--- src/hdl/rrts_pkg.sv ---
// Shared codes, constants and control types of the round-robin task slot scheduler.
package rrts_pkg;

   // Request operation codes
   localparam logic [1:0] OP_CREATE = 2'd0;
   localparam logic [1:0] OP_YIELD  = 2'd1;
   localparam logic [1:0] OP_EXIT   = 2'd2;
   localparam logic [1:0] OP_NOP    = 2'd3;

   // Response status codes
   localparam logic [1:0] RSP_DONE   = 2'd0;
   localparam logic [1:0] RSP_REJECT = 2'd1;
   localparam logic [1:0] RSP_ALONE  = 2'd2;

   // Slot status codes
   localparam logic [1:0] SLOT_UNUSED  = 2'd0;
   localparam logic [1:0] SLOT_READY   = 2'd1;
   localparam logic [1:0] SLOT_RUNNING = 2'd2;
   localparam logic [1:0] SLOT_ZOMBIE  = 2'd3;

   // Initial frame: one return word plus the saved register words
   localparam int unsigned REG_WORDS   = 8;
   localparam logic [31:0] FRAME_BYTES = 32'(4 * (REG_WORDS + 1));

   // Update commands from the sequencer to the slot table
   typedef struct packed {
      logic save_sp;      // store caller stack pointer into the running slot
      logic mark_exit;    // running slot becomes zombie, live count drops
      logic create;       // claim the selected slot as a new ready task
      logic switch_run;   // hand the running position to the selected slot
      logic demote_prev;  // old running slot goes back to ready
   } tbl_cmd_type;

   // Control of the slot scan unit
   typedef struct packed {
      logic start;
      logic step;
      logic is_create;
   } scan_ctl_type;

   // Status of the slot scan unit
   typedef struct packed {
      logic hit;
      logic last;
   } scan_sts_type;

endpackage

--- src/hdl/rrts_table.sv ---
// Task slot table: per-slot status, saved stack pointer and entry, running slot, live count.
module rrts_table
   import rrts_pkg::*;
#(
   parameter int TASK_SLOTS = 4
) (
   input  logic                              clock,
   input  logic                              reset,
   input  tbl_cmd_type                       cmd,
   input  logic [$clog2(TASK_SLOTS)-1:0]     sel_slot,
   input  logic [31:0]                       save_value,
   input  logic [31:0]                       create_sp,
   input  logic [31:0]                       create_entry,
   input  logic [$clog2(TASK_SLOTS)-1:0]     st_addr,
   input  logic [$clog2(TASK_SLOTS)-1:0]     rd_addr,
   output logic [1:0]                        st_rdata,
   output logic [31:0]                       stack_rdata,
   output logic [31:0]                       entry_rdata,
   output logic [$clog2(TASK_SLOTS)-1:0]     running,
   output logic [$clog2(TASK_SLOTS+1)-1:0]   live
);

   localparam int SLOT_W = $clog2(TASK_SLOTS);
   localparam int LIVE_W = $clog2(TASK_SLOTS + 1);

   logic [1:0]        status_ff  [TASK_SLOTS];
   logic [1:0]        status_in  [TASK_SLOTS];
   logic [31:0]       stack_ff   [TASK_SLOTS];
   logic [31:0]       stack_in   [TASK_SLOTS];
   logic [31:0]       entry_ff   [TASK_SLOTS];
   logic [31:0]       entry_in   [TASK_SLOTS];
   logic [SLOT_W-1:0] running_ff;
   logic [SLOT_W-1:0] running_in;
   logic [LIVE_W-1:0] live_ff;
   logic [LIVE_W-1:0] live_in;

   always_comb begin
      status_in  = status_ff;
      stack_in   = stack_ff;
      entry_in   = entry_ff;
      running_in = running_ff;
      live_in    = live_ff;
      if (cmd.save_sp) begin
         stack_in[running_ff] = save_value;
      end
      if (cmd.mark_exit) begin
         status_in[running_ff] = SLOT_ZOMBIE;
         if (live_ff != '0) begin
            live_in = live_ff - LIVE_W'(1);
         end
      end
      if (cmd.create) begin
         stack_in[sel_slot]  = create_sp;
         entry_in[sel_slot]  = create_entry;
         status_in[sel_slot] = SLOT_READY;
         live_in             = live_ff + LIVE_W'(1);
      end
      if (cmd.switch_run) begin
         if (cmd.demote_prev) begin
            status_in[running_ff] = SLOT_READY;
         end
         status_in[sel_slot] = SLOT_RUNNING;
         running_in          = sel_slot;
      end
   end

   always_ff @(posedge clock) begin
      if (reset) begin
         for (int i = 0; i < TASK_SLOTS; i++) begin
            status_ff[i] <= (i == 0) ? SLOT_RUNNING : SLOT_UNUSED;
            stack_ff[i]  <= '0;
            entry_ff[i]  <= '0;
         end
         running_ff <= '0;
         live_ff    <= LIVE_W'(1);
      end else begin
         status_ff  <= status_in;
         stack_ff   <= stack_in;
         entry_ff   <= entry_in;
         running_ff <= running_in;
         live_ff    <= live_in;
      end
   end

   assign st_rdata    = status_ff[st_addr];
   assign stack_rdata = stack_ff[rd_addr];
   assign entry_rdata = entry_ff[rd_addr];
   assign running     = running_ff;
   assign live        = live_ff;

endmodule

--- src/hdl/rrts_scan.sv ---
// Slot scan unit: walks the table one slot per cycle while step is high, through a single status comparator.
module rrts_scan
   import rrts_pkg::*;
#(
   parameter int TASK_SLOTS = 4
) (
   input  logic                          clock,
   input  logic                          reset,
   input  scan_ctl_type                  ctl,
   input  logic [$clog2(TASK_SLOTS)-1:0] running,
   input  logic [1:0]                    st_rdata,
   output logic [$clog2(TASK_SLOTS)-1:0] idx,
   output scan_sts_type                  sts
);

   localparam int SLOT_W = $clog2(TASK_SLOTS);
   localparam logic [SLOT_W-1:0] LAST_SLOT   = SLOT_W'(TASK_SLOTS - 1);
   localparam logic [SLOT_W-1:0] CREATE_LAST = SLOT_W'(TASK_SLOTS - 1);
   localparam logic [SLOT_W-1:0] YIELD_LAST  = SLOT_W'(TASK_SLOTS - 2);

   logic [SLOT_W-1:0] idx_ff;
   logic [SLOT_W-1:0] idx_in;
   logic [SLOT_W-1:0] cnt_ff;
   logic [SLOT_W-1:0] cnt_in;
   logic              mode_ff;
   logic              mode_in;
   logic [1:0]        target;

   function automatic logic [SLOT_W-1:0] wrap_next(input logic [SLOT_W-1:0] cur);
      return (cur == LAST_SLOT) ? '0 : cur + SLOT_W'(1);
   endfunction

   always_comb begin
      idx_in  = idx_ff;
      cnt_in  = cnt_ff;
      mode_in = mode_ff;
      if (ctl.start) begin
         mode_in = ctl.is_create;
         idx_in  = ctl.is_create ? '0 : wrap_next(running);
         cnt_in  = '0;
      end else if (ctl.step) begin
         idx_in = wrap_next(idx_ff);
         cnt_in = cnt_ff + SLOT_W'(1);
      end
   end

   always_ff @(posedge clock) begin
      if (reset) begin
         idx_ff  <= '0;
         cnt_ff  <= '0;
         mode_ff <= 1'b0;
      end else begin
         idx_ff  <= idx_in;
         cnt_ff  <= cnt_in;
         mode_ff <= mode_in;
      end
   end

   // Create looks for a free slot, yield and exit for a ready one
   assign target   = mode_ff ? SLOT_UNUSED : SLOT_READY;
   assign idx      = idx_ff;
   assign sts.hit  = (st_rdata == target);
   assign sts.last = (cnt_ff == (mode_ff ? CREATE_LAST : YIELD_LAST));

endmodule

--- src/hdl/round_robin_task_slot_scheduler_top.sv ---
// Top level of the round-robin task slot scheduler: sequencer, output register, config.
//
// Usage: a request word carries an operation (create, yield, exit), an entry
// address and the caller's stack pointer; it is accepted when req_valid is high
// and req_stall is low. Each create, yield or exit gives one response word with
// a status, the slot now running (or the created slot), the previous running
// slot, a switch flag and that slot's stack pointer and entry address (both zero on a reject). The
// unused operation code is taken and dropped with no response.
// The slot scan tests one table entry per cycle through a single status
// comparator; a create rejected up front skips the scan. One request is in
// flight at a time and req_stall stays high until its response is loaded into
// the output register, so the next request can be taken while that response
// still waits.
// csr_wr_en/csr_wr_data load the stack region base; write it only when idle.
// Reset: slot 0 runs, all other slots are unused, live count is one, the stack
// region base is zero and no response is pending.
// When rsp_stall is high the response word holds, and a finished request waits
// in its last step until the output register frees up.
module round_robin_task_slot_scheduler_top
   import rrts_pkg::*;
#(
   parameter int TASK_SLOTS  = 4,
   parameter int STACK_BYTES = 4096
) (
   input  logic                          clock,
   input  logic                          reset,
   input  logic                          csr_wr_en,
   input  logic [31:0]                   csr_wr_data,
   input  logic                          req_valid,
   output logic                          req_stall,
   input  logic [1:0]                    req_operation,
   input  logic [31:0]                   req_entry_address,
   input  logic [31:0]                   req_stack_pointer,
   output logic                          rsp_valid,
   input  logic                          rsp_stall,
   output logic [1:0]                    rsp_status,
   output logic [$clog2(TASK_SLOTS)-1:0] rsp_slot_id,
   output logic [$clog2(TASK_SLOTS)-1:0] rsp_previous_slot,
   output logic                          rsp_switched,
   output logic [31:0]                   rsp_next_stack_pointer,
   output logic [31:0]                   rsp_next_entry_address
);

   localparam int SLOT_W = $clog2(TASK_SLOTS);
   localparam int LIVE_W = $clog2(TASK_SLOTS + 1);
   localparam logic [31:0]       STACK_STEP = 32'(STACK_BYTES);
   localparam logic [LIVE_W-1:0] LIVE_FULL  = LIVE_W'(TASK_SLOTS);

   localparam logic [1:0] ST_IDLE = 2'd0;
   localparam logic [1:0] ST_SCAN = 2'd1;
   localparam logic [1:0] ST_DONE = 2'd2;

   logic [1:0]        state_ff,     state_in;
   logic [31:0]       base_ff,      base_in;
   logic              is_create_ff, is_create_in;
   logic              reject_ff,    reject_in;
   logic              found_ff,     found_in;
   logic [SLOT_W-1:0] found_id_ff,  found_id_in;
   logic              demote_ff,    demote_in;
   logic [31:0]       entry_ff,     entry_in;

   logic              rsp_valid_ff, rsp_valid_in;
   logic [1:0]        rsp_status_ff, rsp_status_in;
   logic [SLOT_W-1:0] rsp_slot_ff,  rsp_slot_in;
   logic [SLOT_W-1:0] rsp_prev_ff,  rsp_prev_in;
   logic              rsp_sw_ff,    rsp_sw_in;
   logic [31:0]       rsp_sp_ff,    rsp_sp_in;
   logic [31:0]       rsp_entry_ff, rsp_entry_in;

   tbl_cmd_type       cmd;
   scan_ctl_type      scan_ctl;
   scan_sts_type      scan_sts;
   logic [SLOT_W-1:0] scan_idx;
   logic [SLOT_W-1:0] st_addr;
   logic [SLOT_W-1:0] rd_addr;
   logic [1:0]        st_rdata;
   logic [31:0]       stack_rdata;
   logic [31:0]       entry_rdata;
   logic [SLOT_W-1:0] running;
   logic [LIVE_W-1:0] live;
   logic [SLOT_W:0]   slot_num;
   logic [31:0]       frame_sp;
   logic              req_accept;
   logic              out_free;

   rrts_table #(
      .TASK_SLOTS (TASK_SLOTS)
   ) u_table (
      .clock        (clock),
      .reset        (reset),
      .cmd          (cmd),
      .sel_slot     (found_id_ff),
      .save_value   (req_stack_pointer),
      .create_sp    (frame_sp),
      .create_entry (entry_ff),
      .st_addr      (st_addr),
      .rd_addr      (rd_addr),
      .st_rdata     (st_rdata),
      .stack_rdata  (stack_rdata),
      .entry_rdata  (entry_rdata),
      .running      (running),
      .live         (live)
   );

   rrts_scan #(
      .TASK_SLOTS (TASK_SLOTS)
   ) u_scan (
      .clock    (clock),
      .reset    (reset),
      .ctl      (scan_ctl),
      .running  (running),
      .st_rdata (st_rdata),
      .idx      (scan_idx),
      .sts      (scan_sts)
   );

   assign req_stall  = (state_ff != ST_IDLE);
   assign req_accept = req_valid && !req_stall;
   assign out_free   = !rsp_valid_ff || !rsp_stall;
   assign st_addr    = (state_ff == ST_IDLE) ? running : scan_idx;
   assign rd_addr    = found_ff ? found_id_ff : running;

   // Initial stack pointer of a new slot: its stack top less the start frame
   assign slot_num = (SLOT_W + 1)'(found_id_ff) + (SLOT_W + 1)'(1);
   assign frame_sp = base_ff + 32'(slot_num) * STACK_STEP - FRAME_BYTES;

   always_comb begin
      state_in      = state_ff;
      base_in       = csr_wr_en ? csr_wr_data : base_ff;
      is_create_in  = is_create_ff;
      reject_in     = reject_ff;
      found_in      = found_ff;
      found_id_in   = found_id_ff;
      demote_in     = demote_ff;
      entry_in      = entry_ff;
      rsp_valid_in  = rsp_valid_ff && rsp_stall;
      rsp_status_in = rsp_status_ff;
      rsp_slot_in   = rsp_slot_ff;
      rsp_prev_in   = rsp_prev_ff;
      rsp_sw_in     = rsp_sw_ff;
      rsp_sp_in     = rsp_sp_ff;
      rsp_entry_in  = rsp_entry_ff;
      cmd           = '0;
      scan_ctl      = '0;

      unique case (state_ff)
         ST_IDLE: begin
            if (req_accept) begin
               found_in = 1'b0;
               unique case (req_operation)
                  OP_CREATE: begin
                     is_create_in = 1'b1;
                     entry_in     = req_entry_address;
                     if (req_entry_address == '0 || live >= LIVE_FULL) begin
                        reject_in = 1'b1;
                        state_in  = ST_DONE;
                     end else begin
                        reject_in          = 1'b0;
                        scan_ctl.start     = 1'b1;
                        scan_ctl.is_create = 1'b1;
                        state_in           = ST_SCAN;
                     end
                  end
                  OP_YIELD, OP_EXIT: begin
                     is_create_in   = 1'b0;
                     reject_in      = 1'b0;
                     cmd.save_sp    = 1'b1;
                     // a zombie stays zombie and is never counted twice
                     cmd.mark_exit  = (req_operation == OP_EXIT) &&
                                      (st_rdata != SLOT_ZOMBIE);
                     demote_in      = (req_operation == OP_YIELD) &&
                                      (st_rdata == SLOT_RUNNING);
                     scan_ctl.start = 1'b1;
                     state_in       = ST_SCAN;
                  end
                  OP_NOP: begin
                     // drop: no response, no state change
                  end
               endcase
            end
         end
         ST_SCAN: begin
            priority if (scan_sts.hit) begin
               found_in    = 1'b1;
               found_id_in = scan_idx;
               state_in    = ST_DONE;
            end else if (scan_sts.last) begin
               state_in = ST_DONE;
            end else begin
               scan_ctl.step = 1'b1;
            end
         end
         ST_DONE: begin
            if (out_free) begin
               state_in     = ST_IDLE;
               rsp_valid_in = 1'b1;
               rsp_prev_in  = running;
               priority if (is_create_ff && (reject_ff || !found_ff)) begin
                  rsp_status_in = RSP_REJECT;
                  rsp_slot_in   = running;
                  rsp_sw_in     = 1'b0;
                  rsp_sp_in     = '0;
                  rsp_entry_in  = '0;
               end else if (is_create_ff) begin
                  cmd.create    = 1'b1;
                  rsp_status_in = RSP_DONE;
                  rsp_slot_in   = found_id_ff;
                  rsp_sw_in     = 1'b0;
                  rsp_sp_in     = frame_sp;
                  rsp_entry_in  = entry_ff;
               end else if (found_ff) begin
                  cmd.switch_run  = 1'b1;
                  cmd.demote_prev = demote_ff;
                  rsp_status_in   = RSP_DONE;
                  rsp_slot_in     = found_id_ff;
                  rsp_sw_in       = 1'b1;
                  rsp_sp_in       = stack_rdata;
                  rsp_entry_in    = entry_rdata;
               end else begin
                  rsp_status_in = RSP_ALONE;
                  rsp_slot_in   = running;
                  rsp_sw_in     = 1'b0;
                  rsp_sp_in     = stack_rdata;
                  rsp_entry_in  = entry_rdata;
               end
            end
         end
         default: begin
            state_in = ST_IDLE;
         end
      endcase
   end

   always_ff @(posedge clock) begin
      if (reset) begin
         state_ff     <= ST_IDLE;
         base_ff      <= '0;
         rsp_valid_ff <= 1'b0;
         is_create_ff <= 1'b0;
         reject_ff    <= 1'b0;
         found_ff     <= 1'b0;
         demote_ff    <= 1'b0;
      end else begin
         state_ff     <= state_in;
         base_ff      <= base_in;
         rsp_valid_ff <= rsp_valid_in;
         is_create_ff <= is_create_in;
         reject_ff    <= reject_in;
         found_ff     <= found_in;
         demote_ff    <= demote_in;
      end
   end

   always_ff @(posedge clock) begin
      found_id_ff   <= found_id_in;
      entry_ff      <= entry_in;
      rsp_status_ff <= rsp_status_in;
      rsp_slot_ff   <= rsp_slot_in;
      rsp_prev_ff   <= rsp_prev_in;
      rsp_sw_ff     <= rsp_sw_in;
      rsp_sp_ff     <= rsp_sp_in;
      rsp_entry_ff  <= rsp_entry_in;
   end

   assign rsp_valid              = rsp_valid_ff;
   assign rsp_status             = rsp_status_ff;
   assign rsp_slot_id            = rsp_slot_ff;
   assign rsp_previous_slot      = rsp_prev_ff;
   assign rsp_switched           = rsp_sw_ff;
   assign rsp_next_stack_pointer = rsp_sp_ff;
   assign rsp_next_entry_address = rsp_entry_ff;

   // A new response word is only loaded from the final sequencer step
   a_rsp_from_done: assert property (@(posedge clock) disable iff (reset)
      $rose(rsp_valid) |-> $past(state_ff == ST_DONE))
      else $error("response word appeared outside the final step");

   // A switch always names a different slot than the one left behind
   a_switch_slot: assert property (@(posedge clock) disable iff (reset)
      (rsp_valid && rsp_switched) |-> (rsp_slot_id != rsp_previous_slot))
      else $error("switch reported onto the same slot");

   // Any real operation keeps the request side busy on the next cycle
   a_busy_after_accept: assert property (@(posedge clock) disable iff (reset)
      (req_accept && req_operation != OP_NOP) |=> req_stall)
      else $error("request side free right after taking an operation");

   // Live task count never exceeds the table size
   a_live_bound: assert property (@(posedge clock) disable iff (reset)
      live <= LIVE_FULL)
      else $error("live task count beyond table size");

endmodule

--- config.mk ---
export PLATFORM = sky130hd
export DESIGN_NAME = round_robin_task_slot_scheduler_top
export DESIGN_NICKNAME = d
export VERILOG_FILES = /design/src/hdl/rrts_pkg.sv /design/src/hdl/rrts_table.sv /design/src/hdl/rrts_scan.sv /design/src/hdl/round_robin_task_slot_scheduler_top.sv
export SDC_FILE = /design/constraint.sdc
export NUM_CORES = 1
export LEC_CHECK = 0
export BUFFER_PORTS_ARGS = -buffer_cell sky130_fd_sc_hd__buf_2
export CAP_MARGIN = 25
export CORE_ASPECT_RATIO = 1.1
export CORE_UTILIZATION = 44
export DETAILED_ROUTE_END_ITERATION = 8
export GPL_TIMING_DRIVEN = 0
export SLEW_MARGIN = 40
export SYNTH_ARGS = -nofsm -noshare
export SYNTH_HDL_FRONTEND = slang
export SYNTH_SLANG_ARGS = --single-unit
--- constraint.sdc ---
create_clock -name clock -period 7 [get_ports clock]
set_clock_uncertainty 0.05 [all_clocks]
set_input_delay 0.35 -clock clock [delete_from_list [all_inputs] [get_ports clock]]
set_output_delay 0.35 -clock clock [all_outputs]
set_load 0.01 [all_outputs]
==> flow_summary.rst <==
.. list-table::
   :header-rows: 1

   * - Metric
     - Value
   * - Number of buffers created by CTS
     - 47
   * - Post-placement setup slack
     - between 2000 and 3000 ps
   * - Gate count after technology mapping
     - approximately 2200
   * - Clock input transition at the sequential cells of the worst setup and hold paths
     - 60 ps
   * - Category of the worst setup path launch point
     - register
   * - Slowest CP cell
     - o31ai_1
   * - Number of global-route vias before repair
     - roughly 18000
   * - Post CTS Setup Buffer Count
     - 0
   * - Synthesized flop and latch total
     - 418
   * - Post-detailed-route via-to-cell ratio
     - 5.96
   * - Path depth of the worst reg2reg path
     - 13
   * - Tmin final
     - between 4000 and 5000 ps
   * - Antenna violations before repair
     - 4
   * - Port Buf Inserts
     - between 150 and 200
   * - Area of all placed cells without fillers
     - 24300 µm²
   * - Largest delay share family, worst path
     - compound AO/OA/AOI/OAI gates
   * - Worst skew pair latency
     - 590 ps
   * - Estimated wirelength of the detail-placed design
     - ~52000 µm
   * - Rel. slew slack
     - approximately two fifths
   * - Startpoint of the lowest-slack register-to-register path
     - found_id_ff[0]$_DFFE_PP_
   * - Setup repair after global routing missed its margin
     - no
   * - Simple-Gate Fraction of Synth Area
     - around 17%
   * - WS Path Type
     - reg2reg
   * - PD cells
     - about 240 nW/µm²
   * - Worst path arrival time
     - 4620 ps
   * - Initial cell density of the core
     - about 45%
   * - CP Data Required Time
     - between 7000 and 8000 ps
   * - Post-synthesis sequential area ratio
     - 46.2%
   * - Combinational family with the most area after synthesis
     - compound AO/OA/AOI/OAI gates
   * - GR Util met2
     - a little over half
   * - Endpoint with the worst hold slack
     - u_table.stack_ff[103]$_SDFF_PP0_
   * - Wirelength, routed
     - 72100 µm
   * - GR Util met3
     - 5.25%
   * - Clock tree from TritonCTS
     - built
   * - Slowest Stage Delay on Critical Path
     - 750 ps
   * - Switching power
     - around 0.0016 W
   * - Routed wirelength normalized by instance count
     - between 20 and 25 µm
   * - Synth Warn #
     - 0
   * - GP Congestion
     - between 0.9 and 1
   * - Overall overflow remaining after global route
     - 0
   * - Maximum number of pins on one net before global-route repair
     - 33
   * - Worst Hold Class
     - in2reg
   * - Cell chain of the critical path
     - inv_1 -> ha_1 -> inv_1 -> ha_1 -> inv_1 -> ha_1 -> nand3_1 -> a21oi_1 -> o21ai_1 -> and2_1 -> clkbuf_1 -> o31ai_1 -> o31ai_1
   * - Fin worst setup slack
     - roughly 2600 ps
   * - Crit path max fanout
     - 9
   * - Routed via count
     - between 15000 and 20000
   * - Run status
     - finished clean
   * - Mux share of post-synthesis cell area
     - about a tenth
   * - Part of the power in the clock network
     - ~42%
   * - Hold path startpoint
     - req_stack_pointer[7]
   * - Post-synth EDFFs
     - 105
   * - Arithmetic-cell share of the synthesized area counting full adders, half adders and majority gates
     - between 2 and 3%
   * - Global-route wire length before repair
     - around 110000 µm
   * - Number of buffers on the longest clock path
     - 3
   * - FMAX
     - roughly 0.23 GHz
   * - Hold-critical path depth
     - 3
   * - Placed cell area
     - ~22000 µm²
   * - Most instantiated flip-flop cell in the synthesis netlist
     - dfxtp_1
   * - Net count reported at finish
     - ~2700
   * - Average instance area after synthesis
     - a little over 9 µm²
   * - Vertical extent of the die
     - ~230 µm
   * - Final core utilization
     - 53.2%
   * - Standby leakage power
     - roughly 9.0 nW
   * - Internal Dissipation
     - 0.00424 W
   * - Terminus of the critical flop-to-flop path
     - rsp_next_stack_pointer[20]$_SDFFCE_PP0P_
   * - Total clock sinks
     - between 400 and 500
   * - Count of cell types in the netlist
     - 80
   * - Syn nets
     - about 2400
   * - Die outline width
     - 207 µm
   * - Seq pwr share
     - about 44%
   * - Share of final-layout standard cells stronger than drive strength 1
     - ~15%
   * - FP Rows
     - between 80 and 90
   * - Signed area change from the synthesized netlist to the final layout
     - 19.0%
   * - First-pass detailed-route iteration total
     - 6
   * - Met1 usage
     - about 36%
   * - Reg2reg setup slack
     - roughly 2600 ps
   * - Maximum ir drop on the vdd rail
     - around 190 µV
   * - Final setup vio count
     - 0
   * - Overall die area
     - ~47000 µm²
   * - Ys async rst share
     - 0%
   * - Core ar.
     - 45700 µm²
   * - Post-detailed-route count of antenna-violating nets
     - 0
   * - Design Power
     - ~0.0059 W
   * - Power share of the combinational group
     - 13.4%
   * - Final Hold Violating Endpoints
     - 0
   * - Number of levels the H-tree was split into
     - 2
   * - Kind of end point of the critical path
     - register
   * - Fin crit share
     - a little over three fifths
   * - Switching part of the total power
     - between 20 and 30%
   * - IO Pins
     - ~180
   * - Share of the synthesized area in compound gates (AO/OA/AOI/OAI)
     - around 18%
   * - Post-synthesis share of cell area spent on xor and xnor gates
     - less than 1%
   * - Number of design-rule violations left by the first detailed-router iteration
     - 1519
   * - DRC violation count after routing
     - 0
   * - Buffer type at the clock tree root
     - clkbuf_16
   * - Most used cells in the layout excluding fill and tap cells
     - nand2_1 (448), dfxtp_1 (313), a21oi_1 (240)
   * - Most crowded layer after global routing
     - met2
   * - Transition time of the tightest slew-check pin
     - 927 ps
   * - Synthesized cell area
     - 20400 µm²
   * - GRT Overall Usage
     - around 30%
   * - Final count of pins violating max slew
     - 0
   * - Worst path bufs/invs
     - 4
   * - Leading cell type in the layout, fill and taps excluded
     - nand2_1
   * - Number of maximum-capacitance constraint violations
     - 0
## state kept, by name (all words and copies together) (netlist names), 3 cells and up
signal,flops
u_table.entry_ff,128
u_table.stack_ff,128
base_ff,32
entry_ff,32
rsp_next_entry_address,32
rsp_next_stack_pointer,32
u_table.status_ff,8
u_table.live,3
## synthesized netlist by cell type, types with 7 or more instances
master | count | share of area, %
dfxtp_1 | 313 | 31
buf_1 | 26 | 0.48
nor2_1 | 136 | 2.5
nor4_1 | 10 | 0.31
a22o_1 | 33 | 1.4
and2_1 | 8 | 0.25
o21a_1 | 11 | 0.40
o211ai_1 | 7 | 0.26
a311oi_1 | 69 | 3.0
a21oi_1 | 241 | 5.9
and3_1 | 32 | 0.98
o21ai_0 | 75 | 1.8
nand2_1 | 448 | 8.2
o31ai_1 | 8 | 0.29
a21o_1 | 11 | 0.40
buf_2 | 19 | 0.47
a211oi_1 | 44 | 1.6
o211a_1 | 7 | 0.34
clkbuf_1 | 133 | 2.4
o21ai_1 | 18 | 0.44
xnor2_1 | 17 | 0.73
nand4_1 | 8 | 0.25
nor3_1 | 18 | 0.44
mux2_2 | 25 | 1.4
inv_1 | 59 | 1.1
edfxtp_1 | 105 | 15
nor2b_1 | 7 | 0.21
ha_1 | 44 | 2.7
mux2i_1 | 70 | 3.4
mux4_2 | 46 | 5.1
nand3_1 | 107 | 2.6
## repair_timing
action                                  CTS  global route
gates resized for setup                   0             0
hold buffers                             64             0
hold endpoints to repair                 64             0
endpoints found under the setup margin    0             0
## worst register-to-register path, stage by stage, from the launching register on
cell and delay, ps:
edfxtp_1 720, inv_1 160, ha_1 440, inv_1 80, ha_1 270, inv_1 40
ha_1 380, nand3_1 110, a21oi_1 300, o21ai_1 180, and2_1 190, clkbuf_1 210
o31ai_1 750, o31ai_1 210
## stage by stage
step	std cells	hold slack, ps	setup TNS [ps]
6_report	3168	46.6	0
4_1_cts	3164	18.7	0
3_5_place_dp	3012	396	0
3_3_place_gp	3007	389	-458380
2_1_floorplan	2246	383	0
5_1_grt	3164	43.0	0
## kinds of logic (layout without fill, tap and decap cells)
family	after synthesis	after routing
buf+inv	239	569
other cells	0	4
mux	143	143
compound gates	576	576
flops	418	418
fa+ha+maj	46	46
simple gates	801	801
xor+xnor	23	23
## final cells by class
| type | count | area (µm²) |
|---|---|---|
| Inverter | 59 | 221 |
| Timing Repair Buffer | 242 | 1580 |
| Fill cell | 4208 | 21400 |
| Antenna cell | 4 | 10.0 |
| Sequential cell | 418 | 9420 |
| Multi-Input combinational cell | 1589 | 10100 |
| Clock inverter | 15 | 123 |
| Clock buffer | 73 | 1410 |
| Buffer | 180 | 723 |
| Tap cell | 588 | 736 |
## worst max-delay path by stage
stage	startpoint	endpoint	cells after the start
3_5_place_dp	found_id_ff[0]$_DFFE_PP_	rsp_next_stack_pointer[31]$_SDFFCE_PP0P_	12
2_1_floorplan	state_ff[1]$_SDFFE_PP0P_	u_table.stack_ff[10]$_SDFF_PP0_	9
4_1_cts	found_id_ff[0]$_DFFE_PP_	rsp_next_stack_pointer[31]$_SDFFCE_PP0P_	12
5_1_grt	found_id_ff[0]$_DFFE_PP_	rsp_next_stack_pointer[31]$_SDFFCE_PP0P_	13
3_3_place_gp	state_ff[1]$_SDFFE_PP0P_	u_table.entry_ff[28]$_SDFFE_PP0P_	10
6_report	found_id_ff[0]$_DFFE_PP_	rsp_next_stack_pointer[20]$_SDFFCE_PP0P_	13
## per-layer routing
metal	up-vias	routed length [µm]
met5	-	23
met4	4	2800
met3	193	6000
met2	924	35500
met1	9074	27800
li1	8679	-
## power groups by stage
stage	combinational (W)	sequential [W]	clock [W]
after floorplan	0.000451	0.00265	0
after global placement	0.000724	0.00265	0
after detailed placement	0.000744	0.00265	0
after CTS	0.000773	0.00260	0.00249
after global routing	0.000844	0.00260	0.00259
final	0.000786	0.00260	0.00247
(Power assumes the default switching activity.)
